$ cat config.mk
export PLATFORM = sky130hd
export DESIGN_NAME = bfr_cmd_fifo
export DESIGN_NICKNAME = d
export VERILOG_FILES = /design/src/hdl/bfr_pkg.sv /design/src/hdl/bfr_cmd_fifo.sv
export SDC_FILE = /design/constraint.sdc
export NUM_CORES = 1
export LEC_CHECK = 0
export BUFFER_PORTS_ARGS = -buffer_cell sky130_fd_sc_hd__buf_2
export CORE_ASPECT_RATIO = 0.6
export CORE_UTILIZATION = 45
export DETAILED_ROUTE_END_ITERATION = 12
export GPL_TIMING_DRIVEN = 0
export PLACE_DENSITY = 0.67
export SLEW_MARGIN = 20
export SYNTH_ARGS = -nofsm -noshare
export SYNTH_HDL_FRONTEND = slang
export SYNTH_SLANG_ARGS = --single-unit
$ cat constraint.sdc
create_clock -name clk -period 10.95 [get_ports clk]
set_input_delay 2.19 -clock clk [delete_from_list [all_inputs] [get_ports clk]]
set_output_delay 2.19 -clock clk [all_outputs]
set_load 0.02 [all_outputs]
$ cat src/hdl/bfr_pkg.sv
// Shared types and constants for the bitmap font text renderer.
// No dependencies; all other files but bfr_ram refer to it by scoped names.
`timescale 1ns / 1ps
package bfr_pkg;

  // Field widths fixed by the interface.
  localparam int COORD_W = 10;
  localparam int CURSOR_W = 11;
  localparam int CALC_W = 12;
  localparam int FONT_AW = 8;
  localparam int FONT_DW = 64;
  // Widest atlas cell origin over the whole parameter range.
  localparam int CX_W = 10;
  localparam int CY_W = 11;
  // Font memory covers a 128 by 128 pixel atlas.
  localparam int FONT_SPAN = 128;

  localparam logic [7:0] CHAR_FIRST = 8'd32;
  localparam logic [7:0] CHAR_LF = 8'd10;
  localparam logic [7:0] CHAR_CR = 8'd13;

  localparam int OUT_DEPTH = 4;

  typedef enum logic [1:0] {
    OP_START = 2'd0,
    OP_CHAR  = 2'd1,
    OP_LOAD  = 2'd2,
    OP_NONE  = 2'd3
  } op_t;

  typedef enum logic [1:0] {
    CMD_FONT  = 2'd0,
    CMD_GLYPH = 2'd1,
    CMD_HALT  = 2'd2
  } cmd_kind_t;

  typedef enum logic [1:0] {
    REG_ORIGIN_X   = 2'd0,
    REG_ORIGIN_Y   = 2'd1,
    REG_OUT_WIDTH  = 2'd2,
    REG_OUT_HEIGHT = 2'd3
  } reg_idx_t;

  typedef struct packed {
    cmd_kind_t             kind;
    logic [FONT_AW-1:0]    addr;
    logic [FONT_DW-1:0]    bits;
    logic [CURSOR_W-1:0]   col;
    logic [CURSOR_W-1:0]   row;
    logic [CX_W-1:0]       cx;
    logic [CY_W-1:0]       cy;
  } cmd_t;

  typedef struct packed {
    logic [COORD_W-1:0]  origin_x;
    logic [COORD_W-1:0]  origin_y;
    logic [CURSOR_W-1:0] out_width;
    logic [CURSOR_W-1:0] out_height;
  } cfg_t;

  typedef struct packed {
    logic               push;
    logic               pop;
    logic               full;
    logic               empty;
  } q_stat_t;

  typedef struct packed {
    logic [COORD_W-1:0] x;
    logic [COORD_W-1:0] y;
    logic               on;
    logic               halted;
    logic               last;
  } pix_t;

endpackage

$ cat src/hdl/bfr_cmd_fifo.sv
// Two-entry command queue between the front end and the render engine.
// Depends on bfr_pkg for the command type.
`timescale 1ns / 1ps
module bfr_cmd_fifo (
  input  logic          clk,
  input  logic          rst,
  input  logic          push,
  input  bfr_pkg::cmd_t wdata,
  output logic          full,
  input  logic          pop,
  output bfr_pkg::cmd_t rdata,
  output logic          empty
);

  bfr_pkg::cmd_t slots [2];
  logic       wptr;
  logic       rptr;
  logic [1:0] count;
  logic       do_push;
  logic       do_pop;

  assign full    = (count == 2'd2);
  assign empty   = (count == 2'd0);
  assign do_push = push && !full;
  assign do_pop  = pop && !empty;
  assign rdata   = slots[rptr];

  always_ff @(posedge clk) begin
    if (do_push) begin
      slots[wptr] <= wdata;
    end
    if (rst) begin
      wptr  <= 1'b0;
      rptr  <= 1'b0;
      count <= 2'd0;
    end else begin
      if (do_push) begin
        wptr <= ~wptr;
      end
      if (do_pop) begin
        rptr <= ~rptr;
      end
      unique case ({do_push, do_pop})
        2'b10:   count <= count + 2'd1;
        2'b01:   count <= count - 2'd1;
        default: count <= count;
      endcase
    end
  end

endmodule

**Word level (Yosys, flattened, before mapping)**

Memory sizes are Yosys's and may differ from the RTL's. A register that Yosys moved wholly into a read port is not among the register bits.
Index checks and enable logic that the tools add are counted.

- Logic and storage cells: 22
- Memories kept: 1
- Memory bits (writable): 234
- Input bits: 121
- Output and inout bits: 119
- Flip-flop bits (word level): 4

- Muxes and demuxes: 5
- Bitwise logic cells: 2
- Add/subtract/negate cells: 2
- Reduce and logical (&&, ||, !) cells: 6
- Eq/ne operators: 3

Memory list:

| memory | depth | bits a word | read ports | clocked after Yosys merged registers in | write ports | RTL line | RTL |
|---|---|---|---|---|---|---|---|
| slots | 2 | 117 | 1 | 1 | 1 | bfr_cmd_fifo.sv:15 | `bfr_pkg::cmd_t slots [2];` |

Operators with widths:

| operator | number |
|---|---|
| 2-bit equality test, second input constant | 2 |
| 1-bit 2-to-1 mux | 4 |
| 2-bit one-hot mux with 2 select lines | 1 |
| 2-bit by 1-bit adder with 2-bit output, second input constant | 1 |
| 2-bit by 1-bit equality test with 1-bit output, second input constant | 1 |
| 1-bit logical AND | 2 |
| 1-bit logical NOT | 2 |
| 2-bit logical NOT | 1 |
| 1-bit inverter | 2 |
| 2-bit nonzero test | 1 |
| 2-bit by 1-bit subtractor with 2-bit output, second input constant | 1 |

**Depth between registers and ports, before layout**

- Depth in word-level cells: 5
- Depth in mapped cells: 6
- Gate-level depth less buffers: 6

**Worst setup path before layout**

No wires, ideal clock.

- Path kind: input port to flip-flop
- Start: input port push
- End: memory slots[1][0] in the netlist's numbering (enable)
- Path buffers: 0
- Data required time: 10.460 ns
- Data arrival time: 4.939 ns
- Slack: 5.521 ns
- Setup time: 0.490 ns
- Stages on the path: 1
- Cells stage by stage: and3_1

- Longest elaborated chain between the ends: 3

RTL lines:

| what | RTL line | RTL |
|---|---|---|
| start, declared | bfr_cmd_fifo.sv:7 | `input logic push,` |
| 1-bit logical AND | bfr_cmd_fifo.sv:24 | `assign do_push = push && !full;` |
| 1-bit 2-to-1 mux | bfr_cmd_fifo.sv:29 | `if (do_push) begin` |
| 1-bit 2-to-1 mux (implied by the code) | bfr_cmd_fifo.sv:30 | `slots[wptr] <= wdata;` |
| end, declared | bfr_cmd_fifo.sv:15 |  |

Every way passes these cells.

==> impl_metrics.py <==
metrics = {
    "floorplan": {
        "start_util": 0.469,
        "io_pins": 240,
        "die_width_um": 181,
        "core_area_sq_um": 18400,
        "die_y_um": 109,
        "std_cell_rows": 38,
        "dieArea_sq_um": 19800,
    },
    "power": {
        "p_per_area_nw_per_um2": 248,
        "power_mw": 2.71,
        "vdd_drop_max_mv": 0.130,
        "leakage_nw": 4.10,
    },
    "global_routing": {
        "grt_max_degree": 77,
        "grt_pass1_vias": 4674,
        "antenna_found_initial": 2,
        "grt.total_usage": 0.164,
        "grt_pass1_wl_mm": 25.0,
        "gr-total-overflow": 0,
    },
    "sta": {
        "setup_violations": 0,
        "slew_violations": 0,
        "clock.fmax_mhz": 238,
        "final.setup.tns_ps": 0,
        "skew_ps": 5.88,
        "hold_viol": 0,
        "tightest_slew_ps": 430,
        "slew_headroom": 0.714,
        "period_needed_ps": 4200,
        "timing.final.crit_share": 0.383,
        "rsz0062_at_grt": "false",
        "hold_ws_ps": 504,
    },
    "detailed_routing": {
        "post_drt_wl_per_cell_um": 18.1,
        "drc": 0,
        "totalWireLength_mm": 16.4,
        "first_iter_violations": 171,
        "via_per_inst": 4.87,
        "ant_nets": 0,
        "vias": 4436,
        "drtPass1Iterations": 5,
    },
    "clocking": {
        "postCtsResizedCells": 0,
        "h-tree-depth": 1,
        "clockBufferDepth": 3,
        "clkTransAtPathRegs_ps": 60,
        "cts_setup_buffers": 0,
        "cts.sink_count": 239,
        "cts-buffers-inserted": 22,
        "hold_buffers": 0,
        "cts_root_buf": "clkbuf_16",
        "clk_latency_ps": 490,
        "cts_tree": "yes",
    },
    "worst_setup_path": {
        "cp_data_required_time_ps": 8760,
        "worstPathMaxFanout": 10,
        "start_kind": "flip-flop",
        "worstSetupPathType": "flip-flop to primary output",
        "crit_arrival_ps": 2010,
        "r2r-start": "count[0]",
        "endpoint_kind": "primary output",
    },
    "placed_design": {
        "gp_congestion": 0.791,
        "dpl.hpwl_mm": 11.2,
        "portBuffers": 239,
    },
    "yosys": {
        "ys_seq_elements": 239,
        "synthSimpleGateAreaFrac": 0.00535,
        "synth_common_cells": "edfxtp_1 (234), mux2_2 (117), buf_2 (9), dfxtp_1 (5), nor2_1 (4)",
        "synth_area_leaders": "edfxtp_1 (81%), mux2_2 (15%), dfxtp_1 (1.2%)",
        "ys_async_sr_fraction": 0,
        "yosysMostFrequentCell": "edfxtp_1",
        "synth-compound-area-share": 0.00318,
        "synth_seq_area_share": 0.823,
        "synth_warnings": 0,
        "yosys.cell_types.count": 19,
        "mappedNetlistArea_sq_um": 8650,
        "synth_nets": 512,
        "synth_edf_count": 234,
        "synthAdderAreaFrac": 0.00145,
        "synth_area_per_cell_sq_um": 22.2,
        "synth_cells": 390,
        "yosysTopAreaCell": "edfxtp_1",
        "synth_top_family_by_area": "multiplexers",
        "synth.area.mux_share": 0.152,
        "synthFlopType": "edfxtp_1",
        "synth.top_cell.area_share": 0.812,
        "synth_xor_xnor_area_share": 0.00304,
    },
    "hold_path": {
        "hold_path_class": "flip-flop to flip-flop",
        "min_from": "wptr",
    },
    "layout": {
        "fill_cells": 1421,
        "fin_util": 0.592,
        "fin_nets": 778,
        "antenna_cells": 0,
        "syn2layout_area_growth_pct": 26.3,
        "multi_input_area_sq_um": 1440,
        "drive_above_1_share": 0.606,
        "seq_area_sq_um": 7130,
    },
    "run": {
        "cap_violations": 0,
    },
    "status": {
        "status": "completed",
    },
}
[metal layers]
layer | GRT usage | wire (um) | vias up
met3 | 0.0785 | 1940 | 21
met2 | 0.263 | 7400 | 193
li1 | - | - | 2080
met4 | 0.0400 | 268 | 2
met1 | 0.203 | 6820 | 2140
met5 | 0 | 8 | -
[cells in the final DEF, fill, tap and decap left out, types with 2 or more instances in the layout]
cell type and instances:
mux2_2 117, a21oi_1 2, buf_2 248, o21ai_0 2
clkinv_2 4, nor2_1 4, clkbuf_1 4, bufinv_16 2
clkinv_1 4, buf_6 3, or3_1 2, buf_16 2
clkbuf_16 23, xnor2_1 2, dfxtp_1 5, edfxtp_1 234
[layout make-up]
cell class / instances / area share
Multi-Input combinational cell: 135 / 0.131
Tap cell: 240 / 0.0275
Inverter: 3 / 0.00149
Sequential cell: 239 / 0.652
Buffer: 13 / 0.00790
Clock buffer: 27 / 0.0540
Clock inverter: 11 / 0.00939
Timing Repair Buffer: 242 / 0.116
[logic make-up (layout without fill, tap and decap cells)]
group / Yosys count / after routing
XOR/XNOR: 3 / 3
flip-flops: 239 / 239
AO/OA/AOI/OAI: 5 / 5
multiplexers: 117 / 117
AND/OR/NAND/NOR: 9 / 9
adder cells (fa/ha/maj): 1 / 1
buffers and inverters: 16 / 296
[stage by stage]
stage / cells / setup slack [ps] / area, sq um
2_1_floorplan: 390 / 5520 / 8650
3_3_place_gp: 869 / 4110 / 10200
3_5_place_dp: 872 / 7000 / 10200
4_1_cts: 910 / 6690 / 10900
5_1_grt: 910 / 6640 / 10900
6_report: 910 / 6750 / 10900
[state kept, by name (all words and copies together) (netlist names), named ones only]
signal,cells
count,2
rptr,1
slots,234
wptr,1
[where the power goes]
part / switching (mW) / internal (mW) / leakage (nW)
Combinational: 0.476 / 0.313 / 1.53
Clock: 0.305 / 0.429 / 0.338
Sequential: 0.0293 / 1.15 / 2.23
[critical path, cell delays in order, from the launching register on]
cell and delay, ps:
dfxtp_1 300, buf_2 250, buf_4 260, buf_6 170
mux2_2 340, buf_2 170
[worst paths after layout]
check                   to  slack [ps]  depth (start not counted)
max              rdata[88]        6750                          5
min                   wptr         500                          2
max reg2reg  slots[0][105]        8740                          5
min reg2reg           wptr         500                          2
Power figures use the tool's default switching activity.
