File: config.mk
export PLATFORM = sky130hd
export DESIGN_NAME = bfr_front
export DESIGN_NICKNAME = d
export VERILOG_FILES = /design/src/hdl/bfr_pkg.sv /design/src/hdl/bfr_front.sv
export SDC_FILE = /design/constraint.sdc
export NUM_CORES = 1
export LEC_CHECK = 0
export BUFFER_PORTS_ARGS = -buffer_cell sky130_fd_sc_hd__buf_2
export CAP_MARGIN = 20
export CORE_UTILIZATION = 44
export CTS_CLUSTER_SIZE = 20
export DETAILED_ROUTE_END_ITERATION = 10
export HOLD_SLACK_MARGIN = 0.08
export PLACE_DENSITY = 0.83
export SETUP_SLACK_MARGIN = 0.3
export SLEW_MARGIN = 20
export SYNTH_ARGS = -nofsm -noshare
export SYNTH_HDL_FRONTEND = slang
export SYNTH_SLANG_ARGS = --single-unit
File: constraint.sdc
create_clock -name clk -period 7.7 [get_ports clk]
set_input_delay 0.385 -clock clk [delete_from_list [all_inputs] [get_ports clk]]
set_output_delay 0.385 -clock clk [all_outputs]
set_load 0.005 [all_outputs]
File: src/hdl/bfr_pkg.sv
// Shared types and constants for the bitmap font text renderer.
// No dependencies; all other files but bfr_ram refer to it by scoped names.
`timescale 1ns / 1ps
package bfr_pkg;

  // Field widths fixed by the interface.
  localparam int COORD_W = 10;
  localparam int CURSOR_W = 11;
  localparam int CALC_W = 12;
  localparam int FONT_AW = 8;
  localparam int FONT_DW = 64;
  // Widest atlas cell origin over the whole parameter range.
  localparam int CX_W = 10;
  localparam int CY_W = 11;
  // Font memory covers a 128 by 128 pixel atlas.
  localparam int FONT_SPAN = 128;

  localparam logic [7:0] CHAR_FIRST = 8'd32;
  localparam logic [7:0] CHAR_LF = 8'd10;
  localparam logic [7:0] CHAR_CR = 8'd13;

  localparam int OUT_DEPTH = 4;

  typedef enum logic [1:0] {
    OP_START = 2'd0,
    OP_CHAR  = 2'd1,
    OP_LOAD  = 2'd2,
    OP_NONE  = 2'd3
  } op_t;

  typedef enum logic [1:0] {
    CMD_FONT  = 2'd0,
    CMD_GLYPH = 2'd1,
    CMD_HALT  = 2'd2
  } cmd_kind_t;

  typedef enum logic [1:0] {
    REG_ORIGIN_X   = 2'd0,
    REG_ORIGIN_Y   = 2'd1,
    REG_OUT_WIDTH  = 2'd2,
    REG_OUT_HEIGHT = 2'd3
  } reg_idx_t;

  typedef struct packed {
    cmd_kind_t             kind;
    logic [FONT_AW-1:0]    addr;
    logic [FONT_DW-1:0]    bits;
    logic [CURSOR_W-1:0]   col;
    logic [CURSOR_W-1:0]   row;
    logic [CX_W-1:0]       cx;
    logic [CY_W-1:0]       cy;
  } cmd_t;

  typedef struct packed {
    logic [COORD_W-1:0]  origin_x;
    logic [COORD_W-1:0]  origin_y;
    logic [CURSOR_W-1:0] out_width;
    logic [CURSOR_W-1:0] out_height;
  } cfg_t;

  typedef struct packed {
    logic               push;
    logic               pop;
    logic               full;
    logic               empty;
  } q_stat_t;

  typedef struct packed {
    logic [COORD_W-1:0] x;
    logic [COORD_W-1:0] y;
    logic               on;
    logic               halted;
    logic               last;
  } pix_t;

endpackage

File: src/hdl/bfr_front.sv
// Front end: takes input beats, keeps the text cursor and stop flag, and
// queues font writes, glyph jobs and halt results. Depends on bfr_pkg.
`timescale 1ns / 1ps
module bfr_front #(
  parameter int GLYPH_COLUMNS = 16,
  parameter int CELL_WIDTH = 8,
  parameter int CELL_HEIGHT = 8
) (
  input  logic                         clk,
  input  logic                         rst,
  input  logic                         push,
  input  logic [1:0]                   opcode,
  input  logic [7:0]                   char_code,
  input  logic [bfr_pkg::FONT_AW-1:0]  font_addr,
  input  logic [bfr_pkg::FONT_DW-1:0]  font_bits,
  input  bfr_pkg::cfg_t                cfg,
  input  logic                         q_full,
  output logic                         q_push,
  output bfr_pkg::cmd_t                q_cmd
);

  localparam int ATLAS_W = GLYPH_COLUMNS * CELL_WIDTH;

  logic [bfr_pkg::CX_W-1:0] cx_tab [128];
  logic [bfr_pkg::CY_W-1:0] cy_tab [128];

  for (genvar g = 0; g < 128; g++) begin : g_tab
    localparam int CXV = (g * CELL_WIDTH) % ATLAS_W;
    localparam int CYV = ((g * CELL_WIDTH) / ATLAS_W) * CELL_HEIGHT;
    assign cx_tab[g] = bfr_pkg::CX_W'(CXV);
    assign cy_tab[g] = bfr_pkg::CY_W'(CYV);
  end

  logic [bfr_pkg::CURSOR_W-1:0] col;
  logic [bfr_pkg::CURSOR_W-1:0] row;
  logic                         stopped;
  logic [bfr_pkg::CURSOR_W-1:0] col_next;
  logic [bfr_pkg::CURSOR_W-1:0] row_next;
  logic                         stopped_next;

  logic                         accept;
  logic                         enq;
  logic                         wrap;
  logic                         bottom;
  logic                         printable;
  logic [bfr_pkg::CURSOR_W-1:0] org_x;
  logic [bfr_pkg::CURSOR_W-1:0] row_add;
  logic [bfr_pkg::CURSOR_W-1:0] col_w;
  logic [bfr_pkg::CURSOR_W-1:0] row_w;

  assign accept    = push && !q_full;
  assign q_push    = accept && enq;
  assign org_x     = {1'b0, cfg.origin_x};
  assign printable = (char_code >= bfr_pkg::CHAR_FIRST) && !char_code[7];
  assign row_add   = row + bfr_pkg::CURSOR_W'(CELL_HEIGHT);
  assign wrap      = ({1'b0, col} + bfr_pkg::CALC_W'(CELL_WIDTH)) > {1'b0, cfg.out_width};
  assign col_w     = wrap ? org_x : col;
  assign row_w     = wrap ? row_add : row;
  assign bottom    = ({1'b0, row_w} + bfr_pkg::CALC_W'(CELL_HEIGHT)) > {1'b0, cfg.out_height};

  always_comb begin
    enq          = 1'b0;
    q_cmd        = '0;
    q_cmd.kind   = bfr_pkg::CMD_HALT;
    col_next     = col;
    row_next     = row;
    stopped_next = stopped;
    unique case (bfr_pkg::op_t'(opcode))
      bfr_pkg::OP_LOAD: begin
        enq        = 1'b1;
        q_cmd.kind = bfr_pkg::CMD_FONT;
        q_cmd.addr = font_addr;
        q_cmd.bits = font_bits;
      end
      bfr_pkg::OP_START: begin
        col_next     = org_x;
        row_next     = {1'b0, cfg.origin_y};
        stopped_next = 1'b0;
      end
      bfr_pkg::OP_CHAR: begin
        priority if (stopped) begin
          enq = 1'b1;
        end else if (printable) begin
          // Wrap first, then check the bottom edge against the wrapped row.
          col_next = col_w;
          row_next = row_w;
          enq      = 1'b1;
          if (bottom) begin
            stopped_next = 1'b1;
          end else begin
            q_cmd.kind = bfr_pkg::CMD_GLYPH;
            q_cmd.col  = col_w;
            q_cmd.row  = row_w;
            q_cmd.cx   = cx_tab[char_code[6:0]];
            q_cmd.cy   = cy_tab[char_code[6:0]];
            col_next   = col_w + bfr_pkg::CURSOR_W'(CELL_WIDTH - 1);
          end
        end else if (char_code == bfr_pkg::CHAR_LF || char_code == bfr_pkg::CHAR_CR) begin
          col_next = org_x;
          row_next = row_add;
          if (row_add > cfg.out_height) begin
            enq          = 1'b1;
            stopped_next = 1'b1;
          end
        end else begin
          enq = 1'b0;
        end
      end
      default: begin
        enq = 1'b0;
      end
    endcase
  end

  always_ff @(posedge clk) begin
    if (rst) begin
      col     <= '0;
      row     <= '0;
      stopped <= 1'b0;
    end else if (accept) begin
      col     <= col_next;
      row     <= row_next;
      stopped <= stopped_next;
    end
  end

endmodule

# After elaboration in Yosys (flattened, before gate mapping)
# Memories as Yosys holds them, arrays and structs flattened.
# Cells that the tools add are included.
[classes]
add_sub_neg = 4
multipliers = 0
div_mod_pow = 0
n_lt_le_gt_ge = 5
eq_ne = 6
shift = 0
n_mux = 33
bitwise_logic = 1
reduce_logical = 10
[op_table]
columns = ["cell", "count"]
rows = [
  ["$mux W43", 4],
  ["$mux W11", 11],
  ["$mux W72", 1],
  ["$pmux W11 S2", 2],
  ["$add A11 B4 Y12 const B", 2],
  ["$gt A12 B11 Y1", 2],
  ["$mux W10", 2],
  ["$eq A8 B4 Y1 const B", 2],
  ["$add A11 B3 Y11 const B", 1],
  ["$add A11 B4 Y11 const B", 1],
  ["$gt A11 B11 Y1", 1],
  ["$ge A8 B6 Y1 const B", 1],
  ["$ge A8 B8 Y1 const B", 1],
  ["$not A7 Y8", 1],
  ["$mux W1", 7],
  ["$mux W2", 3],
  ["$pmux W1 S2", 2],
  ["$pmux W2 S2", 1],
  ["$reduce_and A4 Y1", 1],
  ["$logic_and A1 B1 Y1", 3],
  ["$ne A3 B3 Y1 const B", 1],
  ["$eq A2 B1 Y1 const B", 1],
  ["$eq A2 B2 Y1 const B", 1],
  ["$logic_not A1 Y1", 2],
  ["other kinds (5)", 5],
]
[word_totals]
ff_bits = 23
latchBits = 0
ram_bits = 0
mem_bits_ro = 2688
inputBits = 128
n_memories = 2
[memory_table]
columns = ["memory", "depth", "word_bits", "rd", "rd_ports_with_merged_regs", "write_ports", "line_no", "text"]
rows = [
  ["(no name shown)", 128, 11, 1, 0, 0, "bfr_front.sv:95", "q_cmd.cy = cy_tab[char_code[6:0]];"],
  ["(no name shown)", 128, 10, 1, 0, 0, "bfr_front.sv:94", "q_cmd.cx = cx_tab[char_code[6:0]];"],
]

# Logic depth before layout (Yosys ltp)
# Gate-level depths: netlist of the first run.
[depth]
word_depth = 9
ltp_mapped = 29
mapped_depth_nobuf = 24

# Worst setup path before layout of the first run
# OpenSTA, ideal clock, no wires.
[synth_path]
kind = "register to output"
start = "reg col[5] (netlist bit)"
end = "out q_cmd[31] (netlist bit)"
arrival_ns = 5.058
required_ns = 7.315
path_slack_ns = 2.257
stages_incl_launch_ff = 30
n_path_buf = 7
cell_sequence = "dfxtp_1 > buf_6 > and4_4 > buf_6 > nand4_1 > xnor2_1 > ha_1 > nand3_1 > or2_1 > clkbuf_1 > a21oi_4 > buf_2 > clkbuf_1 > xnor2_1 > inv_1 > ha_1 > inv_1 > nor3_1 > xnor2_1 > ha_1 > and3_1 > nand3_1 > o32ai_1 > a31o_2 > o41ai_4 > buf_6 > inv_2 > nand2_1 > buf_2 > nor2_1"
[synth_lines]
columns = ["element", "line_no", "text"]
rows = [
  ["start: declaration", "bfr_front.sv:34", "logic [bfr_pkg::CURSOR_W-1:0] col;"],
  ["start signal: assignment", "bfr_front.sv:121", "col <= col_next;"],
  ["end: declaration", "bfr_front.sv:19", "output bfr_pkg::cmd_t q_cmd"],
]

==> impl_metrics.toml, run 1 <==
[outcome]
run_status = "finished, final reports clean"

[layout]
postLayoutCoreUtil = 0.599
design.final.nets = 912
post_route_cells_drive_above_1_share = 0.346
fill_cells = 813
finish.instance_area_um2 = 4990
stdcell_count = 850
area_growth_syn_to_layout_pct = 29.8
layout.area.seq_um2 = 460
num_antenna_cells = 0
multiInputGateArea_um2 = 3030

[power_and_ir_drop]
power_density_nw_per_um2 = 77.1
power_frac_comb = 0.447
p_int_mw = 0.233
cellLeakagePower_nw = 2.63
seqPwrFrac = 0.336
total_power_mw = 0.385
net_switching_fraction_of_the_power = 0.394
switching_power_mw = 0.152
power.clock.fraction = 0.216
vdd_ir_max_v = 0.0000653

[clock_network]
worst_skew_pair.late_latency_ns = 0.28
cts_inserted_buffers = 3
clk_pin_slew_ns = 0.10
clock_tree.htree_level_count = 1
post-cts-setup-buffers = 0
cts.path.max_buffers = 2
total_of_cells_resized_after_clock_tree_synthesis = 0
clock_sinks = 23
tritoncts_clock_tree = "yes"
root_buffer_master = "sky130_fd_sc_hd__clkbuf_8"
cts-hold-fix-buffers = 0

[logic_synthesis]
netlist.area_leader.share = 0.132
ys_seq_area_frac = 0.120
synth_xor_area_frac = 0.0699
syn_inst = 541
yosys.cell_count.top_type = "sky130_fd_sc_hd__and2_1"
yosysWarnings = 0
synth_fa_ha_area_frac = 0.124
area_of_the_mapped_netlist_um2 = 3850
mean_syn_cell_area_um2 = 7.11
synthSimpleGateAreaFrac = 0.307
synth.ff_latch_count = 23
commonest_cells_post_synth = "sky130_fd_sc_hd__and2_1, sky130_fd_sc_hd__nor2_1, sky130_fd_sc_hd__inv_1"
synth_largest_area_cell = "sky130_fd_sc_hd__and2_1"
synth_edf_count = 0
synth_top_family_by_area = "simple AND/OR/NAND/NOR gates"
synth.lib_cells_used.distinct = 65
synthMuxAreaShare = 0.0442
postSynth.asyncResetShare = 0
synth_compound_area_frac = 0.227
dominantRegCellSynth = "sky130_fd_sc_hd__dfxtp_1"
synth_top_cells_by_area = "sky130_fd_sc_hd__and2_1, sky130_fd_sc_hd__ha_1, sky130_fd_sc_hd__dfxtp_1"

[timing]
hold_viol = 0
worst_slew_pin_slew_ns = 0.956
finClkSkew_ns = 0.00684
totalNegativeSetupSlack_ns = 0
post-route-period-util = 0.895
drv_slew = 0
final-setup-viol-count = 0
timing.final.crit_period_ns = 6.89
slew-limit-headroom = 0.360
max_freq_ghz = 0.145
rsz0062_at_grt = "no"

[worst_setup_path]
end_kind = "output pin"
start_kind = "flip-flop"
critical_path.max_fanout = 25
setup.worst_path.class = "flip-flop to output pin"
critical_path_arrival_ns = 6.50
critPathRequiredTime_ns = 7.32

[floorplanning]
row_cnt = 33
floorplan.initialDensity = 0.461
core_um2 = 8340
fp.dieH_um = 95.5
fp.dieW_um = 95.5
fp.dieArea_um2 = 9130
io_pins = 246

[drt]
post_drt_wl_per_cell_um = 20.5
ant_nets = 0
detail_route.wirelength_um = 17400
vias = 4972
avgViaCountPerCell = 5.85
dr.pass1.iters = 5
drt_iter0_markers = 442
remaining_drc_errors = 0

[grt]
vias_in_the_first_global_route = 4353
grt_first_pass_wirelength_um = 24800
grt_util_all_layers = 0.373
grt_overflow_total = 0
grt_max_degree = 75
grt_antenna_before_repair = 1

[worst_hold_path]
min-delay-path-class = "primary input to flip-flop"

[placed_design]
buffer_ports.inserted = 231
place_area_um2 = 4950
placed_cells_incl_taps = 846
gp_routability_congestion = 1.01
place.detailed.hpwl_um = 15000

[flow_run]
maxCapViolCount = 0
-- cell usage in the layout, fill, tap and decap left out, drive strengths merged, types with 10 or more instances in the layout --
master / netlist / layout
buf: 22 / 232
xnor2: 17 / 17
nor2: 53 / 53
and2: 81 / 81
mux2i: 17 / 17
nand3: 16 / 16
dfxtp: 23 / 23
conb: 1 / 14
nor3: 10 / 10
inv: 44 / 44
xor2: 12 / 12
nand2: 25 / 25
a21oi: 31 / 31
o21ai: 25 / 25
ha: 38 / 38
-- power by group through the flow --
stage | clock network (mW) | logic (mW) | registers, mW
after floorplan | 0 | 0.0940 | 0.128
after detailed placement | 0 | 0.168 | 0.132
after global placement | 0 | 0.165 | 0.131
after CTS | 0.0816 | 0.168 | 0.129
final | 0.0833 | 0.172 | 0.129
after global routing | 0.0862 | 0.186 | 0.130
-- state kept, by name (all words and copies together), names as in the netlist --
name and flops:
col 11, stopped 1, row 11
-- critical path: stages (launching register included) --
cell and delay [ns]:
sky130_fd_sc_hd__dfxtp_1 0.53, sky130_fd_sc_hd__and4_4 0.33, sky130_fd_sc_hd__nand4_1 0.13, sky130_fd_sc_hd__xnor2_1 0.15, sky130_fd_sc_hd__ha_1 0.29, sky130_fd_sc_hd__nand3_1 0.16, sky130_fd_sc_hd__a211oi_4 0.27, sky130_fd_sc_hd__a211oi_4 0.17
sky130_fd_sc_hd__a21oi_4 0.70, sky130_fd_sc_hd__mux2i_1 0.37, sky130_fd_sc_hd__inv_1 0.08, sky130_fd_sc_hd__ha_1 0.24, sky130_fd_sc_hd__inv_1 0.11, sky130_fd_sc_hd__nor3_1 0.07, sky130_fd_sc_hd__xnor2_1 0.15, sky130_fd_sc_hd__ha_1 0.30
sky130_fd_sc_hd__and3_1 0.16, sky130_fd_sc_hd__nand3_1 0.11, sky130_fd_sc_hd__o32ai_1 0.30, sky130_fd_sc_hd__a31o_2 0.20, sky130_fd_sc_hd__o41ai_4 0.18, sky130_fd_sc_hd__inv_2 0.10, sky130_fd_sc_hd__nand2_1 0.48, sky130_fd_sc_hd__inv_2 0.33
sky130_fd_sc_hd__and2_1 0.17, sky130_fd_sc_hd__buf_2 0.11
-- final cells by class --
type                       instances  area share
clock buffer                       3     0.00827
clock inverter                     1     0.00100
inverter                          44      0.0331
multi-input combinational        442       0.606
sequential                        23      0.0922
tap                              105      0.0263
timing repair buffer             232       0.233
-- final timing paths --
path / endpoint / slack [ns] / from / cells after the start
worst min register to register: row[0]$_SDFFE_PP0P_ / 0.54 / row[0]$_SDFFE_PP0P_ / 2
worst min-delay path: row[1]$_SDFFE_PP0P_ / 0.35 / cfg[23] / 3
worst max register to register: col[8]$_SDFFE_PP0P_ / 1.72 / col[5]$_SDFFE_PP0P_ / 23
worst max-delay path: q_cmd[4] / 0.81 / col[5]$_SDFFE_PP0P_ / 25
-- layer usage --
layer  track usage  share of wire  up-vias
li1              -              -     2257
met1         0.491           0.40     2329
met2         0.586           0.44      352
met3         0.127           0.13       32
met4        0.0846          0.022        2
met5             0        0.00069        -
-- kinds of logic (layout without fill, tap and decap cells) --
logic type,count (synthesis),after routing
muxes,17,17
adders and majority gates,38,38
DFF,23,23
xor gates and xnor gates,29,29
and+or+nand+nor,223,223
AOI/OAI and AO/OA,121,121
other,1,14
buffers and inverters,89,280
-- stage by stage --
stage / hold slack, ns / worst slack [ns]
floorplan: 0.477 / 2.26
global placement: 0.492 / 1.45
detailed placement: 0.512 / 1.29
CTS: 0.353 / 0.944
global route: 0.362 / 0.313
finish: 0.351 / 0.811
No activity file was read; power rests on OpenSTA's default activity.
==> run 2: changes to the inputs <==
- clock period: 7.7 -> 6.8 ns (I/O delays scaled with it)
==> impl_metrics.toml, run 2 (synthesized netlist as in run 1, its figures left out) <==
[outcome]
run_status = "finished, final reports clean"

[grt]
grt_util_all_layers = 0.372
grt_antenna_before_repair = 0
vias_in_the_first_global_route = 4391
grt_max_degree = 75
grt_overflow_total = 0
grt_first_pass_wirelength_um = 25000

[worst_setup_path]
worst_r2r_path_depth = 23
start_kind = "flip-flop"
critical_path_cell_count = 25
setup.worst_path.class = "flip-flop to output pin"
critical_path_arrival_ns = 5.60
worst_path_max_delay_cell = "sky130_fd_sc_hd__dfxtp_1"
worstPathBufferInverterCount = 5
end_kind = "output pin"
crit_path_frequent_cell = "sky130_fd_sc_hd__ha_1"
path_delay_family = "compound AO/OA/AOI/OAI gates"
critical_path.max_fanout = 12
critPathRequiredTime_ns = 6.46
crit_path_largest_cell_delay_ns = 0.47

[clock_network]
clk_pin_slew_ns = 0.10
clock_sinks = 23
cts.path.max_buffers = 2
clock_tree.htree_level_count = 1
cts-hold-fix-buffers = 0
tritoncts_clock_tree = "yes"
post-cts-setup-buffers = 0
root_buffer_master = "sky130_fd_sc_hd__clkbuf_8"
worst_skew_pair.late_latency_ns = 0.28
cts_inserted_buffers = 3

[timing]
max_freq_ghz = 0.168
slew-limit-headroom = 0.345
post-route-period-util = 0.873
hold_viol = 0
totalNegativeSetupSlack_ns = 0
post-route-worst-setup-slack_ns = 0.864
finClkSkew_ns = 0.00397
final-setup-viol-count = 0
drv_slew = 0
timing.final.crit_period_ns = 5.94
rsz0062_at_grt = "no"
worst_slew_pin_slew_ns = 0.978

[layout]
layout_commonest_cell = "sky130_fd_sc_hd__buf_2"
design.final.nets = 914
post_route_cells_drive_above_1_share = 0.351
registers_with_the_most_flip_flops = "col x11, row x11, stopped x1"
stdcell_count = 852
num_antenna_cells = 0
layout.cells.most_common_list = "sky130_fd_sc_hd__buf_2, sky130_fd_sc_hd__and2_1, sky130_fd_sc_hd__nor2_1"
area_growth_syn_to_layout_pct = 30.3

[placed_design]
post-place-ws_ns = 0.997
buffer_ports.inserted = 231
gp_routability_congestion = 1.01
place.detailed.hpwl_um = 15300
placed_cells_incl_taps = 848

[power_and_ir_drop]
vdd_ir_max_v = 0.0000660
power_density_nw_per_um2 = 86.9
cellLeakagePower_nw = 2.64

[drt]
avgViaCountPerCell = 5.86
dr.pass1.iters = 5
remaining_drc_errors = 0
top_layer = "met4"
wl_met1_um = 7180
detailroute.wirelength.met3_um = 2120
drt_iter0_markers = 521
vias = 4996
detail_route.wirelength_um = 17600
route.met2.wl_um = 7890
ant_nets = 0
post_drt_wl_per_cell_um = 20.6

[floorplanning]
row_cnt = 33
fp.dieW_um = 95.5
floorplan.initialDensity = 0.461
core_um2 = 8340
fp.dieArea_um2 = 9130
io_pins = 246
fp.dieH_um = 95.5

[flow_run]
maxCapViolCount = 0

[worst_hold_path]
min-delay-path-class = "primary input to flip-flop"
cell_count_of_the_worst_hold_path = 3
run 2: metal layers:
layer  track usage  up-vias
li1              -     2265
met1         0.510     2366
met2         0.603      332
met3        0.0789       33
met4        0.0647        0
met5             0        -
run 2: power by group:
part	switching (mW)	internal, mW	leakage [nW]
logic	0.111	0.0844	2.43
registers	0.00793	0.139	0.186
clock network	0.0529	0.0412	0.0255
run 2: worst paths after layout:
kind | startpoint | end | slack [ns]
max reg2reg | col[3]$_SDFFE_PP0P_ | col[8]$_SDFFE_PP0P_ | 1.33
max | col[3]$_SDFFE_PP0P_ | q_cmd[38] | 0.86
min | cfg[22] | row[0]$_SDFFE_PP0P_ | 0.31
min reg2reg | row[0]$_SDFFE_PP0P_ | row[0]$_SDFFE_PP0P_ | 0.54
run 2: worst register-to-register path, delay by kind of cell (launching register included):
family,cells,cell delay [ns]
simple gates,6,1.04
mux,1,0.32
fa+ha+maj,4,1.15
xor+xnor,3,0.43
buf+inv,2,0.18
compound gates,7,1.79
flops,1,0.47
run 2: stage by stage:
| stage | util | hold WS [ns] | power, mW | area, µm² |
|---|---|---|---|---|
| 4_1_cts | 0.601 | 0.309 | 0.431 | 5010 |
| 3_5_place_dp | 0.595 | 0.511 | 0.340 | 4960 |
| 3_3_place_gp | 0.595 | 0.495 | 0.335 | 4960 |
| 5_1_grt | 0.601 | 0.319 | 0.456 | 5010 |
| 2_1_floorplan | - | 0.477 | 0.252 | 3900 |
| 6_report | 0.601 | 0.306 | 0.436 | 5010 |
run 2: cell type report:
type	count	area [µm²]
flip-flops and latches	23	460
well taps	105	131
inverters	44	165
fillers	824	3330
clock buffers	3	41.3
repair buffers	234	1180
multi-input cells	442	3030
clock inverters	1	5.00
run 2: timing repair:
action,in CTS,in global routing
endpoints found under the hold margin,0,0
resized for setup,0,2
endpoints found under the setup margin,0,19
==> run 3: changes to the inputs <==
- GPL_TIMING_DRIVEN: not set -> 0
- PLACE_DENSITY: 0.83 -> 0.9
==> impl_metrics.toml, run 3 (synthesized netlist as in run 1, its figures left out) <==
[outcome]
run_status = "finished, final reports clean"

[clock_network]
worst_skew_pair.late_latency_ns = 0.27
cts.path.max_buffers = 2
root_buffer_master = "sky130_fd_sc_hd__clkbuf_8"
cts_inserted_buffers = 3
tritoncts_clock_tree = "yes"
clock_tree.htree_level_count = 1
clk_pin_slew_ns = 0.09
clock_sinks = 23

[worst_setup_path]
setup.worst_path.class = "flip-flop to output pin"
timing.rr.end = "col[10]$_SDFFE_PP0P_"
end_kind = "output pin"
start_kind = "flip-flop"
worstPathBufferInverterCount = 11
critical_path.max_fanout = 10
startpoint = "col[5]$_SDFFE_PP0P_"
crit_path_largest_cell_delay_ns = 0.34
worst_path_max_delay_cell = "sky130_fd_sc_hd__dfxtp_1"
path_delay_family = "buffers and inverters"
worst_r2r_path_depth = 28
worst_r2r_startpoint = "col[5]$_SDFFE_PP0P_"
reg2reg_slack_ns = 1.09
critPathRequiredTime_ns = 6.46
critical_path_arrival_ns = 5.80
critical_path_cell_count = 30

[floorplanning]
io_pins = 246
row_cnt = 33
fp.dieW_um = 95.5
fp.dieArea_um2 = 9130
core_um2 = 8340
fp.dieH_um = 95.5
floorplan.initialDensity = 0.461

[layout]
design.final.nets = 958
layout.cells.most_common_list = "sky130_fd_sc_hd__buf_2, sky130_fd_sc_hd__and2_1, sky130_fd_sc_hd__nor2_1"
multiInputGateArea_um2 = 3050
stdcell_count = 896
area_growth_syn_to_layout_pct = 37.3
registers_with_the_most_flip_flops = "col x11, row x11, stopped x1"
num_antenna_cells = 0
layout.area.seq_um2 = 465
post_route_cells_drive_above_1_share = 0.364
layout_commonest_cell = "sky130_fd_sc_hd__buf_2"
fill_cells = 779

[worst_hold_path]
worstHoldStart = "cfg[23]"
cell_count_of_the_worst_hold_path = 3
min-delay-path-class = "primary input to flip-flop"
hold_path_end = "row[1]$_SDFFE_PP0P_"

[drt]
remaining_drc_errors = 0
post_drt_wl_per_cell_um = 17.9
dr.pass1.iters = 5
detail_route.wirelength_um = 16000
avgViaCountPerCell = 5.60
vias = 5016
ant_nets = 0
drt_iter0_markers = 672

[timing]
rsz0062_at_grt = "no"
hold_viol = 0
worst_slew_pin_slew_ns = 0.717
final-setup-viol-count = 0
drv_slew = 0
finClkSkew_ns = 0.00365
timing.final.crit_period_ns = 6.14
slew-limit-headroom = 0.517
totalNegativeSetupSlack_ns = 0
post-route-period-util = 0.904
max_freq_ghz = 0.163

[power_and_ir_drop]
power_density_nw_per_um2 = 83.2
cellLeakagePower_nw = 2.78
vdd_ir_max_v = 0.0000671

[placed_design]
place.detailed.hpwl_um = 13700
placed_cells_incl_taps = 890
buffer_ports.inserted = 231
gp_routability_congestion = 1.05

[grt]
grt_first_pass_wirelength_um = 23100
grt_overflow_total = 0
grt_max_degree = 14
grt_antenna_before_repair = 0
vias_in_the_first_global_route = 4239
grt_util_all_layers = 0.340

[flow_run]
maxCapViolCount = 0
run 3: cell types whose count changed in the layout (fill, tap and decap cells not counted), sizes merged:
cell    change
clkbuf     +23
buf        +21
run 3: worst max path at each step:
stage | endpoint | slack, ns
6_report | q_cmd[33] | 0.66
5_1_grt | q_cmd[33] | 0.31
4_1_cts | q_cmd[33] | 0.45
3_5_place_dp | q_cmd[33] | 0.32
3_3_place_gp | q_cmd[31] | 0.41
2_1_floorplan | q_cmd[31] | 1.40
run 3: layout make-up:
cell class	instances	area share
Inverter	44	0.0312
Clock buffer	3	0.00781
Timing Repair Buffer	233	0.222
Multi-Input combinational cell	442	0.577
Tap cell	105	0.0249
Buffer	45	0.0485
Sequential cell	23	0.0881
Clock inverter	1	0.000947
run 3: worst reg2reg max path, delay by kind of cell, from the launching register on:
family | cells | cell delay [ns]
AND/OR/NAND/NOR | 8 | 1.59
buffers and inverters | 8 | 1.28
AO/OA/AOI/OAI | 5 | 0.95
adder cells (fa/ha/maj) | 3 | 0.82
XOR/XNOR | 4 | 0.59
flip-flops | 1 | 0.34
run 3: metal layers:
layer / GRT usage / part of all wire
met1: 0.448 / 0.39
met2: 0.586 / 0.48
met3: 0.0502 / 0.10
met4: 0.0721 / 0.024
met5: 0 / 0
run 3: repair_timing:
action | 4_1_cts | 5_1_grt
gates resized for setup | 3 | 13
pin swaps | 1 | 1
hold buffers | 0 | 0
setup endpoints to repair | 31 | 31
setup buffers | 1 | 1
run 3: report_power, final:
group | leakage (nW) | internal [mW] | switching [mW]
sequential | 0.188 | 0.139 | 0.00531
combinational | 2.57 | 0.0930 | 0.111
clock | 0.0255 | 0.0411 | 0.0503
run 3: per-stage QoR:
step / util / total power, mW / hold slack (ns) / area, µm² / setup slack (ns)
floorplan: - / 0.252 / 0.477 / 3900 / 1.40
global placement: 0.622 / 0.340 / 0.493 / 5180 / 0.411
detailed placement: 0.622 / 0.343 / 0.514 / 5180 / 0.318
CTS: 0.629 / 0.430 / 0.309 / 5250 / 0.452
global route: 0.634 / 0.461 / 0.328 / 5290 / 0.315
finish: 0.634 / 0.440 / 0.300 / 5290 / 0.656
